===== config.mk =====
export PLATFORM = sky130hd
export DESIGN_NAME = meter_response_frame_parser
export DESIGN_NICKNAME = d
export VERILOG_FILES = /design/src/hdl/mrfp_pkg.sv /design/src/hdl/meter_response_frame_parser.sv /design/src/hdl/mrfp_front.sv /design/src/hdl/mrfp_queue.sv /design/src/hdl/mrfp_back.sv
export SDC_FILE = /design/constraint.sdc
export NUM_CORES = 1
export LEC_CHECK = 0
export BUFFER_PORTS_ARGS = -buffer_cell sky130_fd_sc_hd__buf_2
export CAP_MARGIN = 20
export CORE_ASPECT_RATIO = 1.1
export CORE_MARGIN = 2
export CORE_UTILIZATION = 50
export DETAILED_ROUTE_END_ITERATION = 8
export MAX_ROUTING_LAYER = met4
export PLACE_DENSITY = 0.69
export SYNTH_ARGS = -nofsm -noshare
export SYNTH_HDL_FRONTEND = slang
export SYNTH_SLANG_ARGS = --single-unit

===== constraint.sdc =====
create_clock -name clk_i -period 21.7 [get_ports clk_i]
set_input_delay 2.17 -clock clk_i [delete_from_list [all_inputs] [get_ports clk_i]]
set_output_delay 2.17 -clock clk_i [all_outputs]
set_load 0.01 [all_outputs]

===== src/hdl/mrfp_pkg.sv =====
// Shared types and constants of the meter reply frame parser.
// No dependencies.
package mrfp_pkg;

  localparam int unsigned BUF_BYTES   = 64;
  localparam int unsigned POS_W       = $clog2(BUF_BYTES + 1);
  localparam int unsigned CMP_W       = (POS_W > 8) ? POS_W : 8;
  localparam int unsigned DROP_W      = CMP_W + 1;
  localparam int unsigned ADDR_BYTES  = 6;
  localparam int unsigned ADDR_W      = 8 * ADDR_BYTES;
  localparam int unsigned VALUE_BYTES = 5;
  localparam int unsigned RAW_W       = 8 * VALUE_BYTES;
  localparam int unsigned READING_W   = 34;
  localparam int unsigned QUEUE_DEPTH = 4;
  localparam int unsigned QPTR_W      = $clog2(QUEUE_DEPTH);

  localparam logic [7:0]           START_BYTE  = 8'h68;
  localparam logic [7:0]           BYTE_OFFSET = 8'h33;
  localparam logic [RAW_W-1:0]     RAW_RESET   = {VALUE_BYTES{BYTE_OFFSET}};
  localparam logic [READING_W-1:0] READING_MAX = 34'd16666666665;
  localparam logic [3:0]           PREAMBLE_RESET = 4'd4;
  localparam logic [2:0]           DIGITS_RESET   = 3'd4;

  // Fixed frame offsets relative to the start byte
  localparam int unsigned REL_CTRL = 8;
  localparam int unsigned REL_LEN  = 9;
  localparam int unsigned REL_DATA = 10;
  localparam int unsigned DATA_VALUE_OFS = 4;

  typedef enum logic {
    REG_PREAMBLE_LEN = 1'b0,
    REG_DIGIT_BYTES  = 1'b1
  } reg_idx_e;

  // One parsed frame handed from front end to back end
  typedef struct packed {
    logic              frame_ok;
    logic              reading_ok;
    logic [ADDR_W-1:0] address;
    logic [7:0]        control;
    logic [RAW_W-1:0]  raw;
  } frame_rec_t;

  // Queue status seen by the front and back ends
  typedef struct packed {
    logic full;
    logic empty;
  } queue_stat_t;

endpackage


===== src/hdl/meter_response_frame_parser.sv =====
// Meter reply frame parser: one byte per cycle in unless stalled, one result per frame out.
// Top level; depends on mrfp_pkg, mrfp_front, mrfp_queue and mrfp_back.
//
// Bytes of a received meter reply enter on the input channel, one per transfer, with
// frame_start_i marking the first byte of a buffer. After preamble_len wake-up bytes the
// front end checks the 0x68 start byte, captures six address bytes, the control code and
// the length, and keeps a modulo-256 sum through the data field. At the checksum byte a
// frame record goes into a four-entry queue; the back end decodes the BCD value (0x33
// removed per byte, value_digit_bytes bytes from data offset 4) in a five-step pipeline,
// one multiply-by-100 per step, and presents the result in an output register.
// Throughput is one byte per clock: in_ready_o drops only when the queue is full, which
// needs the output held for several frames. Frames whose checksum would fall at or
// beyond buffer position 64 are dropped without a result. Registers (APB, 32-bit):
// 0x0 preamble_len[3:0] (reset 4), 0x4 value_digit_bytes[2:0] (reset 4); change them
// only while no frame is in flight.
module meter_response_frame_parser (
  input  logic                           clk_i,
  input  logic                           rst_ni,
  input  logic                           in_valid_i,
  output logic                           in_ready_o,
  input  logic [7:0]                     rx_byte_i,
  input  logic                           frame_start_i,
  output logic                           out_valid_o,
  input  logic                           out_ready_i,
  output logic                           frame_ok_o,
  output logic [mrfp_pkg::ADDR_W-1:0]    meter_address_o,
  output logic [7:0]                     control_code_o,
  output logic [mrfp_pkg::READING_W-1:0] reading_o,
  output logic                           reading_ok_o,
  input  logic                           psel,
  input  logic                           penable,
  input  logic                           pwrite,
  input  logic [2:0]                     paddr,
  input  logic [31:0]                    pwdata,
  output logic [31:0]                    prdata,
  output logic                           pready
);
  import mrfp_pkg::*;

  logic [3:0]  preamble_len_q;
  logic [2:0]  digit_bytes_q;
  reg_idx_e    reg_idx;
  logic        cfg_wr;
  logic        accept;
  logic        push, pop;
  frame_rec_t  rec_in, rec_out;
  queue_stat_t qstat;

  // --- configuration port ---
  assign pready  = 1'b1;
  assign reg_idx = reg_idx_e'(paddr[2]);
  assign cfg_wr  = psel && penable && pwrite && pready;

  always_ff @(posedge clk_i or negedge rst_ni) begin
    if (!rst_ni) begin
      preamble_len_q <= PREAMBLE_RESET;
      digit_bytes_q  <= DIGITS_RESET;
    end else if (cfg_wr) begin
      case (reg_idx)
        REG_PREAMBLE_LEN: preamble_len_q <= pwdata[3:0];
        REG_DIGIT_BYTES:  digit_bytes_q  <= pwdata[2:0];
        default: ;
      endcase
    end
  end

  always_comb begin
    case (reg_idx)
      REG_PREAMBLE_LEN: prdata = {28'b0, preamble_len_q};
      REG_DIGIT_BYTES:  prdata = {29'b0, digit_bytes_q};
      default:          prdata = '0;
    endcase
  end

  // --- input side: stall only when the frame queue has no room ---
  assign in_ready_o = !qstat.full;
  assign accept     = in_valid_i && in_ready_o;

  mrfp_front u_front (
    .clk_i          (clk_i),
    .rst_ni         (rst_ni),
    .accept_i       (accept),
    .rx_byte_i      (rx_byte_i),
    .frame_start_i  (frame_start_i),
    .preamble_len_i (preamble_len_q),
    .push_o         (push),
    .rec_o          (rec_in)
  );

  mrfp_queue u_queue (
    .clk_i  (clk_i),
    .rst_ni (rst_ni),
    .push_i (push),
    .rec_i  (rec_in),
    .pop_i  (pop),
    .rec_o  (rec_out),
    .stat_o (qstat)
  );

  mrfp_back u_back (
    .clk_i           (clk_i),
    .rst_ni          (rst_ni),
    .digit_bytes_i   (digit_bytes_q),
    .rec_i           (rec_out),
    .stat_i          (qstat),
    .pop_o           (pop),
    .out_valid_o     (out_valid_o),
    .out_ready_i     (out_ready_i),
    .frame_ok_o      (frame_ok_o),
    .meter_address_o (meter_address_o),
    .control_code_o  (control_code_o),
    .reading_o       (reading_o),
    .reading_ok_o    (reading_ok_o)
  );

endmodule


===== src/hdl/mrfp_front.sv =====
// Front end: byte position tracking, field capture and checksum.
// Depends on mrfp_pkg.
module mrfp_front (
  input  logic                clk_i,
  input  logic                rst_ni,
  input  logic                accept_i,
  input  logic [7:0]          rx_byte_i,
  input  logic                frame_start_i,
  input  logic [3:0]          preamble_len_i,
  output logic                push_o,
  output mrfp_pkg::frame_rec_t rec_o
);
  import mrfp_pkg::*;

  logic [POS_W-1:0]  pos_q, pos_d, pos_e;
  logic              dropped_q, dropped_d, dropped_e;
  logic [7:0]        sum_q, sum_d, sum_e;
  logic [ADDR_W-1:0] addr_q, addr_d, addr_e;
  logic [7:0]        ctrl_q, ctrl_d, ctrl_e;
  logic [7:0]        len_q, len_d, len_e;
  logic [RAW_W-1:0]  raw_q, raw_d, raw_e;
  logic              sok_q, sok_d, sok_e;

  logic [POS_W-1:0]  pre_ext;
  logic [POS_W-1:0]  rel;
  logic [POS_W-1:0]  dofs;
  logic              past_pre;
  logic              in_data;
  logic              at_sum;
  logic              frame_ok;
  logic              raw_ge;

  always_comb begin
    // A frame start clears the frame state before this byte is looked at
    if (frame_start_i) begin
      pos_e = '0; dropped_e = 1'b0; sum_e = '0; addr_e = '0;
      ctrl_e = '0; len_e = '0; raw_e = RAW_RESET; sok_e = 1'b0;
    end else begin
      pos_e = pos_q; dropped_e = dropped_q; sum_e = sum_q; addr_e = addr_q;
      ctrl_e = ctrl_q; len_e = len_q; raw_e = raw_q; sok_e = sok_q;
    end

    pre_ext  = POS_W'(preamble_len_i);
    past_pre = (pos_e >= pre_ext);
    rel      = pos_e - pre_ext;
    dofs     = rel - POS_W'(REL_DATA);
    in_data  = (CMP_W'(dofs) < CMP_W'(len_e));
    at_sum   = !dropped_e && past_pre && (rel >= POS_W'(REL_DATA)) && !in_data;

    frame_ok = sok_e && (sum_e == rx_byte_i);
    raw_ge   = (raw_e[7:0] >= BYTE_OFFSET) && (raw_e[15:8] >= BYTE_OFFSET) &&
               (raw_e[23:16] >= BYTE_OFFSET);

    pos_d = pos_e; dropped_d = dropped_e; sum_d = sum_e; addr_d = addr_e;
    ctrl_d = ctrl_e; len_d = len_e; raw_d = raw_e; sok_d = sok_e;

    if (!dropped_e) begin
      if (past_pre) begin
        if (rel < POS_W'(REL_DATA)) begin
          sum_d = sum_e + rx_byte_i;
          if (rel == '0) sok_d = (rx_byte_i == START_BYTE);
          for (int j = 0; j < ADDR_BYTES; j++) begin
            if (rel == POS_W'(j + 1)) addr_d[8*j +: 8] = rx_byte_i;
          end
          if (rel == POS_W'(REL_CTRL)) ctrl_d = rx_byte_i;
          if (rel == POS_W'(REL_LEN)) begin
            len_d = rx_byte_i;
            // checksum would land beyond the receive buffer
            if (DROP_W'(preamble_len_i) + DROP_W'(REL_DATA) + DROP_W'(rx_byte_i)
                >= DROP_W'(BUF_BYTES)) dropped_d = 1'b1;
          end
        end else if (in_data) begin
          sum_d = sum_e + rx_byte_i;
          for (int k = 0; k < VALUE_BYTES; k++) begin
            if (dofs == POS_W'(k + DATA_VALUE_OFS)) raw_d[8*k +: 8] = rx_byte_i;
          end
        end else begin
          dropped_d = 1'b1;
        end
      end
      if (pos_e < POS_W'(BUF_BYTES)) pos_d = pos_e + 1'b1;
    end

    push_o           = accept_i && at_sum;
    rec_o.frame_ok   = frame_ok;
    rec_o.reading_ok = frame_ok && raw_ge;
    rec_o.address    = addr_e;
    rec_o.control    = ctrl_e;
    rec_o.raw        = raw_e;
  end

  always_ff @(posedge clk_i or negedge rst_ni) begin
    if (!rst_ni) begin
      pos_q     <= '0;
      dropped_q <= 1'b1;
    end else if (accept_i) begin
      pos_q     <= pos_d;
      dropped_q <= dropped_d;
    end
  end

  always_ff @(posedge clk_i) begin
    if (accept_i) begin
      sum_q  <= sum_d;
      addr_q <= addr_d;
      ctrl_q <= ctrl_d;
      len_q  <= len_d;
      raw_q  <= raw_d;
      sok_q  <= sok_d;
    end
  end

endmodule


===== src/hdl/mrfp_queue.sv =====
// Small FIFO of parsed frames between front end and back end.
// Depends on mrfp_pkg.
module mrfp_queue (
  input  logic                  clk_i,
  input  logic                  rst_ni,
  input  logic                  push_i,
  input  mrfp_pkg::frame_rec_t  rec_i,
  input  logic                  pop_i,
  output mrfp_pkg::frame_rec_t  rec_o,
  output mrfp_pkg::queue_stat_t stat_o
);
  import mrfp_pkg::*;

  frame_rec_t        mem_q [QUEUE_DEPTH];
  logic [QPTR_W-1:0] wr_q, rd_q;
  logic [QPTR_W:0]   cnt_q;

  assign stat_o.full  = (cnt_q == (QPTR_W+1)'(QUEUE_DEPTH));
  assign stat_o.empty = (cnt_q == '0);
  assign rec_o        = mem_q[rd_q];

  always_ff @(posedge clk_i or negedge rst_ni) begin
    if (!rst_ni) begin
      wr_q  <= '0;
      rd_q  <= '0;
      cnt_q <= '0;
    end else begin
      if (push_i) wr_q <= wr_q + 1'b1;
      if (pop_i)  rd_q <= rd_q + 1'b1;
      if (push_i && !pop_i)      cnt_q <= cnt_q + 1'b1;
      else if (pop_i && !push_i) cnt_q <= cnt_q - 1'b1;
    end
  end

  always_ff @(posedge clk_i) begin
    if (push_i) mem_q[wr_q] <= rec_i;
  end

endmodule


===== src/hdl/mrfp_back.sv =====
// Back end: BCD digit decode and Horner pipeline, result register.
// Depends on mrfp_pkg.
module mrfp_back (
  input  logic                      clk_i,
  input  logic                      rst_ni,
  input  logic [2:0]                digit_bytes_i,
  input  mrfp_pkg::frame_rec_t      rec_i,
  input  mrfp_pkg::queue_stat_t     stat_i,
  output logic                      pop_o,
  output logic                      out_valid_o,
  input  logic                      out_ready_i,
  output logic                      frame_ok_o,
  output logic [mrfp_pkg::ADDR_W-1:0]    meter_address_o,
  output logic [7:0]                control_code_o,
  output logic [mrfp_pkg::READING_W-1:0] reading_o,
  output logic                      reading_ok_o
);
  import mrfp_pkg::*;

  typedef struct packed {
    logic                              frame_ok;
    logic                              reading_ok;
    logic [ADDR_W-1:0]                 address;
    logic [7:0]                        control;
    logic [READING_W-1:0]              acc;
    logic [VALUE_BYTES-1:0][7:0]       digits;
  } stage_t;

  stage_t                 st_q [VALUE_BYTES+1];
  stage_t                 st_d [VALUE_BYTES+1];
  logic [VALUE_BYTES:0]   vld_q;
  stage_t                 head;
  logic [2:0]             n_eff;
  logic                   adv;
  logic [7:0]             dd;
  logic [7:0]             hi;

  function automatic logic [READING_W-1:0] mul100_add(logic [READING_W-1:0] a,
                                                      logic [7:0] v);
    return (a << 6) + (a << 5) + (a << 2) + READING_W'(v);
  endfunction

  always_comb begin
    if (digit_bytes_i == 3'd0)     n_eff = 3'd1;
    else if (digit_bytes_i > 3'd5) n_eff = 3'd5;
    else                           n_eff = digit_bytes_i;

    head.frame_ok   = rec_i.frame_ok;
    head.reading_ok = rec_i.reading_ok;
    head.address    = rec_i.address;
    head.control    = rec_i.control;
    head.acc        = '0;
    dd = '0;
    hi = '0;
    for (int k = 0; k < VALUE_BYTES; k++) begin
      dd = rec_i.raw[8*k +: 8] - BYTE_OFFSET;
      hi = {4'b0, dd[7:4]};
      head.digits[k] = (3'(k) < n_eff) ? (hi << 3) + (hi << 1) + {4'b0, dd[3:0]} : 8'd0;
    end
  end

  // next stage contents: one multiply-by-100 step per stage, most significant digit first
  always_comb begin
    st_d[0] = head;
    for (int j = 1; j <= VALUE_BYTES; j++) begin
      st_d[j]     = st_q[j-1];
      st_d[j].acc = mul100_add(st_q[j-1].acc, st_q[j-1].digits[VALUE_BYTES-j]);
    end
  end

  // whole pipeline moves together; stalls only on a held result
  assign adv   = !vld_q[VALUE_BYTES] || out_ready_i;
  assign pop_o = adv && !stat_i.empty;

  always_ff @(posedge clk_i or negedge rst_ni) begin
    if (!rst_ni) begin
      vld_q <= '0;
    end else if (adv) begin
      vld_q <= {vld_q[VALUE_BYTES-1:0], pop_o};
    end
  end

  always_ff @(posedge clk_i) begin
    if (adv) begin
      for (int j = 0; j <= VALUE_BYTES; j++) begin
        st_q[j] <= st_d[j];
      end
    end
  end

  assign out_valid_o     = vld_q[VALUE_BYTES];
  assign frame_ok_o      = st_q[VALUE_BYTES].frame_ok;
  assign reading_ok_o    = st_q[VALUE_BYTES].reading_ok;
  assign meter_address_o = st_q[VALUE_BYTES].address;
  assign control_code_o  = st_q[VALUE_BYTES].control;
  assign reading_o       = st_q[VALUE_BYTES].acc;

endmodule


==> flow_summary.json <==
{
  "cp.depth": 21,
  "path_cells": "buf_4 > inv_1 > nand2_1 > ha_1 > fa_1 > nand2_1 > a211o_1 > a222oi_1 > o211ai_1 > a21oi_1 > a221oi_2 > buf_4 > inv_1 > ha_1 > or3_1 > a221oi_1 > a221o_1 > a2111o_1 > inv_1 > and2_4 > buf_4",
  "die_area_um2": 99800,
  "fin_nets": 3420,
  "die-width_um": 301,
  "drc": 0,
  "htreeDepth": 3,
  "routedWlPerCell_um": 19.0,
  "hold_depth": 0,
  "synthesis.instances": 2848,
  "via_per_inst": 5.48,
  "min_period_ns": 8.79,
  "rows": 119,
  "hpwl_um": 51000,
  "drive_gt1_share_pct": 15.8,
  "fin_crit_sh_pct": 40.5,
  "core-area_um2": 96000,
  "yosys_register_bits": 1115,
  "cts_root_buffer": "clkbuf_16",
  "outcome": "complete, no violations",
  "area_growth_pct": 11.6,
  "dr.pass1.iters": 5,
  "ys.flop_type": "edfxtp_1",
  "synthArstFlopShare_pct": 2.51,
  "netlist_area_um2": 48600,
  "hold_violations": 0,
  "tritoncts": "built",
  "path_buf_inv": 6,
  "die_h_um": 331,
  "hold_class": "reg -> reg",
  "synth_area_per_cell_um2": 17.1,
  "arrival_ns": 9.06,
  "track_usage_pct": 17.1,
  "wirelength_um": 83200,
  "r2r_cells": 18,
  "post-cts-setup-buffers": 0,
  "clock_path_buffers": 3,
  "cp-end-kind": "flip-flop",
  "setup_viol": 0,
  "grt_pass1_vias": 24354,
  "fillCellCount": 7242,
  "drt-initial-drc-count": 1881,
  "drv_slew": 0,
  "worstPathRequired_ns": 21.98,
  "globalRouteOverflowTotal": 0,
  "cp_slowest_stage_delay_ns": 0.81,
  "regArea_um2": 33400,
  "seq_area_frac_synth_pct": 68.6,
  "antenna_found_initial": 1,
  "slew_headroom_pct": 29.1,
  "io_pins": 178,
  "crit_fanout": 68,
  "cts.sinks": 1115,
  "clk_pin_slew_worst_paths_ns": 0.06,
  "synth_edf_count": 1087,
  "maxCapViolations": 0,
  "ys_warn_count": 0,
  "port_buffers": 118,
  "path_class": "in -> reg",
  "start_util_pct": 50.6,
  "grt_max_degree": 187,
  "gp_congestion": 0.833,
  "multi_input_area_um2": 14400,
  "rsz0062_at_grt": "no",
  "grt_pass1_wl_um": 131000,
  "slowest_stage": "buf_4",
  "fin_skew_ns": 0.0667,
  "cts_made_buffers": 106,
  "synth_cell_types": 80,
  "cts_resized": 0,
  "max_freq_mhz": 114,
  "worst_pin_slew_ns": 1.06,
  "critPathLaunchType": "input port",
  "cp_top_family": "buffers and inverters",
  "vias": 24039,
  "cts_hold_buf": 0,
  "ant_nets": 0,
  "fin_tns_setup_ns": 0,
  "diodes": 0,
  "clock_latency_ns": 0.71
}
-- routing by layer --
layer | wire length, um | global-route usage [%]
met1 | 36100 | 22.1
met2 | 41000 | 27.9
met3 | 3900 | 2.49
met4 | 2180 | 5.88
met5 | 0 | -
-- final timing paths --
| kind | startpoint | endpoint | slack (ns) |
|---|---|---|---|
| max in group asynchronous | rst_ni | u_queue.rd_q[1]$_DFFE_PN0P_ | 19.75 |
| max reg2reg | u_front.pos_q[1]$_DFFE_PN0P_ | u_queue.mem_q[2][47]$_DFFE_PP_ | 15.10 |
| max | frame_start_i | u_queue.mem_q[2][47]$_DFFE_PP_ | 12.91 |
| min | u_back.st_q[0][79]$_DFFE_PP_ | u_back.st_q[1][79]$_DFFE_PP_ | 0.38 |
| min in group asynchronous | rst_ni | u_front.pos_q[4]$_DFFE_PN0P_ | 1.47 |
| min reg2reg | u_back.st_q[0][79]$_DFFE_PP_ | u_back.st_q[1][79]$_DFFE_PP_ | 0.38 |
-- placed cells by master (no fill, tap or decap), types with 9 or more instances in the layout --
cell        netlist  layout
clkinv_1          0      22
a32o_1            9       9
bufinv_16         0      16
nor2_1          107     107
xnor2_1          94      94
o21a_1           14      14
nand3_1          32      32
nand3b_1          9       9
o21ai_0          59      59
clkinv_2          0      21
buf_2            16     117
clkbuf_16         0     106
nor2b_1         104     104
inv_1           122     121
and3_1           10      10
clkinvlp_4        0      13
clkbuf_1         44       9
nor3_1           38      38
conb_1            2      29
nand2_1          82      82
edfxtp_1       1087    1087
mux2_2           60      60
fa_1             93      93
o211ai_1         15      15
xor2_1           39      39
buf_4            33      20
a21o_1           40      40
nand2b_1         17      16
a31oi_1          24      24
and2_1           17      13
mux4_2           98      98
dfrtp_1          25      23
a22o_1           17      17
a211oi_1         15      15
o21bai_1         17      17
ha_1            251     251
a2bb2oi_1        12      12
a21oi_1         113     113
-- cell families (layout without fill, tap and decap cells) --
| family | after synthesis | in the layout | share of synthesized area (%) |
|---|---|---|---|
| flops | 1115 | 1115 | 68.6 |
| xor+xnor | 134 | 134 | 2.43 |
| fa+ha+maj | 344 | 344 | 10.3 |
| compound gates | 409 | 409 | 5.73 |
| buf+inv | 219 | 459 | 1.99 |
| simple gates | 460 | 460 | 4.91 |
| other cells | 2 | 29 | 0.0154 |
| mux | 165 | 165 | 6.07 |
-- cell usage after synthesis (17+ instances only) --
library cell	n	area share (%)
nand2b_1	17	0.22
nor2b_1	104	1.3
buf_4	33	0.51
clkbuf_1	44	0.34
xnor2_1	94	1.7
xor2_1	39	0.70
o21ai_0	59	0.61
and2_1	17	0.22
inv_1	122	0.94
ha_1	251	6.5
a21oi_1	113	1.2
a21o_1	40	0.62
nor2_1	107	0.83
nand2_1	82	0.63
fa_1	93	3.8
nand3_1	32	0.33
a31oi_1	24	0.31
dfrtp_1	25	1.3
mux4_2	98	4.5
edfxtp_1	1087	67
mux2_2	60	1.4
a22o_1	17	0.31
o21bai_1	17	0.26
nor3_1	38	0.39
-- cell type report --
cell class / count / share of cell area, %
Clock buffer: 115 / 4.95
Tap cell: 1270 / 2.93
Sequential cell: 1115 / 61.4
Multi-Input combinational cell: 1541 / 26.6
Clock inverter: 83 / 1.80
Timing Repair Buffer: 139 / 1.44
Inverter: 122 / 0.848
-- state kept, by name, indices dropped and copies added, names as in the netlist --
name	cells
digit_bytes_q	3
preamble_len_q	4
u_back.st_q	582
u_back.vld_q	6
u_front.addr_q	48
u_front.ctrl_q	8
u_front.dropped_q	1
u_front.len_q	8
u_front.pos_q	7
u_front.raw_q	40
u_front.sok_q	1
u_front.sum_q	8
u_queue.cnt_q	3
u_queue.mem_q	392
u_queue.rd_q	2
u_queue.wr_q	2
-- stage by stage --
| step | setup slack, ns | hold WS, ns | utilization (%) | cells | instance area (um^2) |
|---|---|---|---|---|---|
| 2_1_floorplan | 0.895 | 0.400 | - | 2875 | 48700 |
| 3_3_place_gp | 12.24 | 0.401 | 52.7 | 4186 | 50600 |
| 3_5_place_dp | 12.25 | 0.405 | 52.7 | 4186 | 50600 |
| 4_1_cts | 12.95 | 0.375 | 56.5 | 4384 | 54300 |
| 5_1_grt | 12.37 | 0.381 | 56.5 | 4385 | 54300 |
| 6_report | 12.91 | 0.377 | 56.5 | 4385 | 54300 |
Power is left out: the tool's default activity adds up to more than one toggle a clock period on the data nets, which glitch-free logic cannot reach.
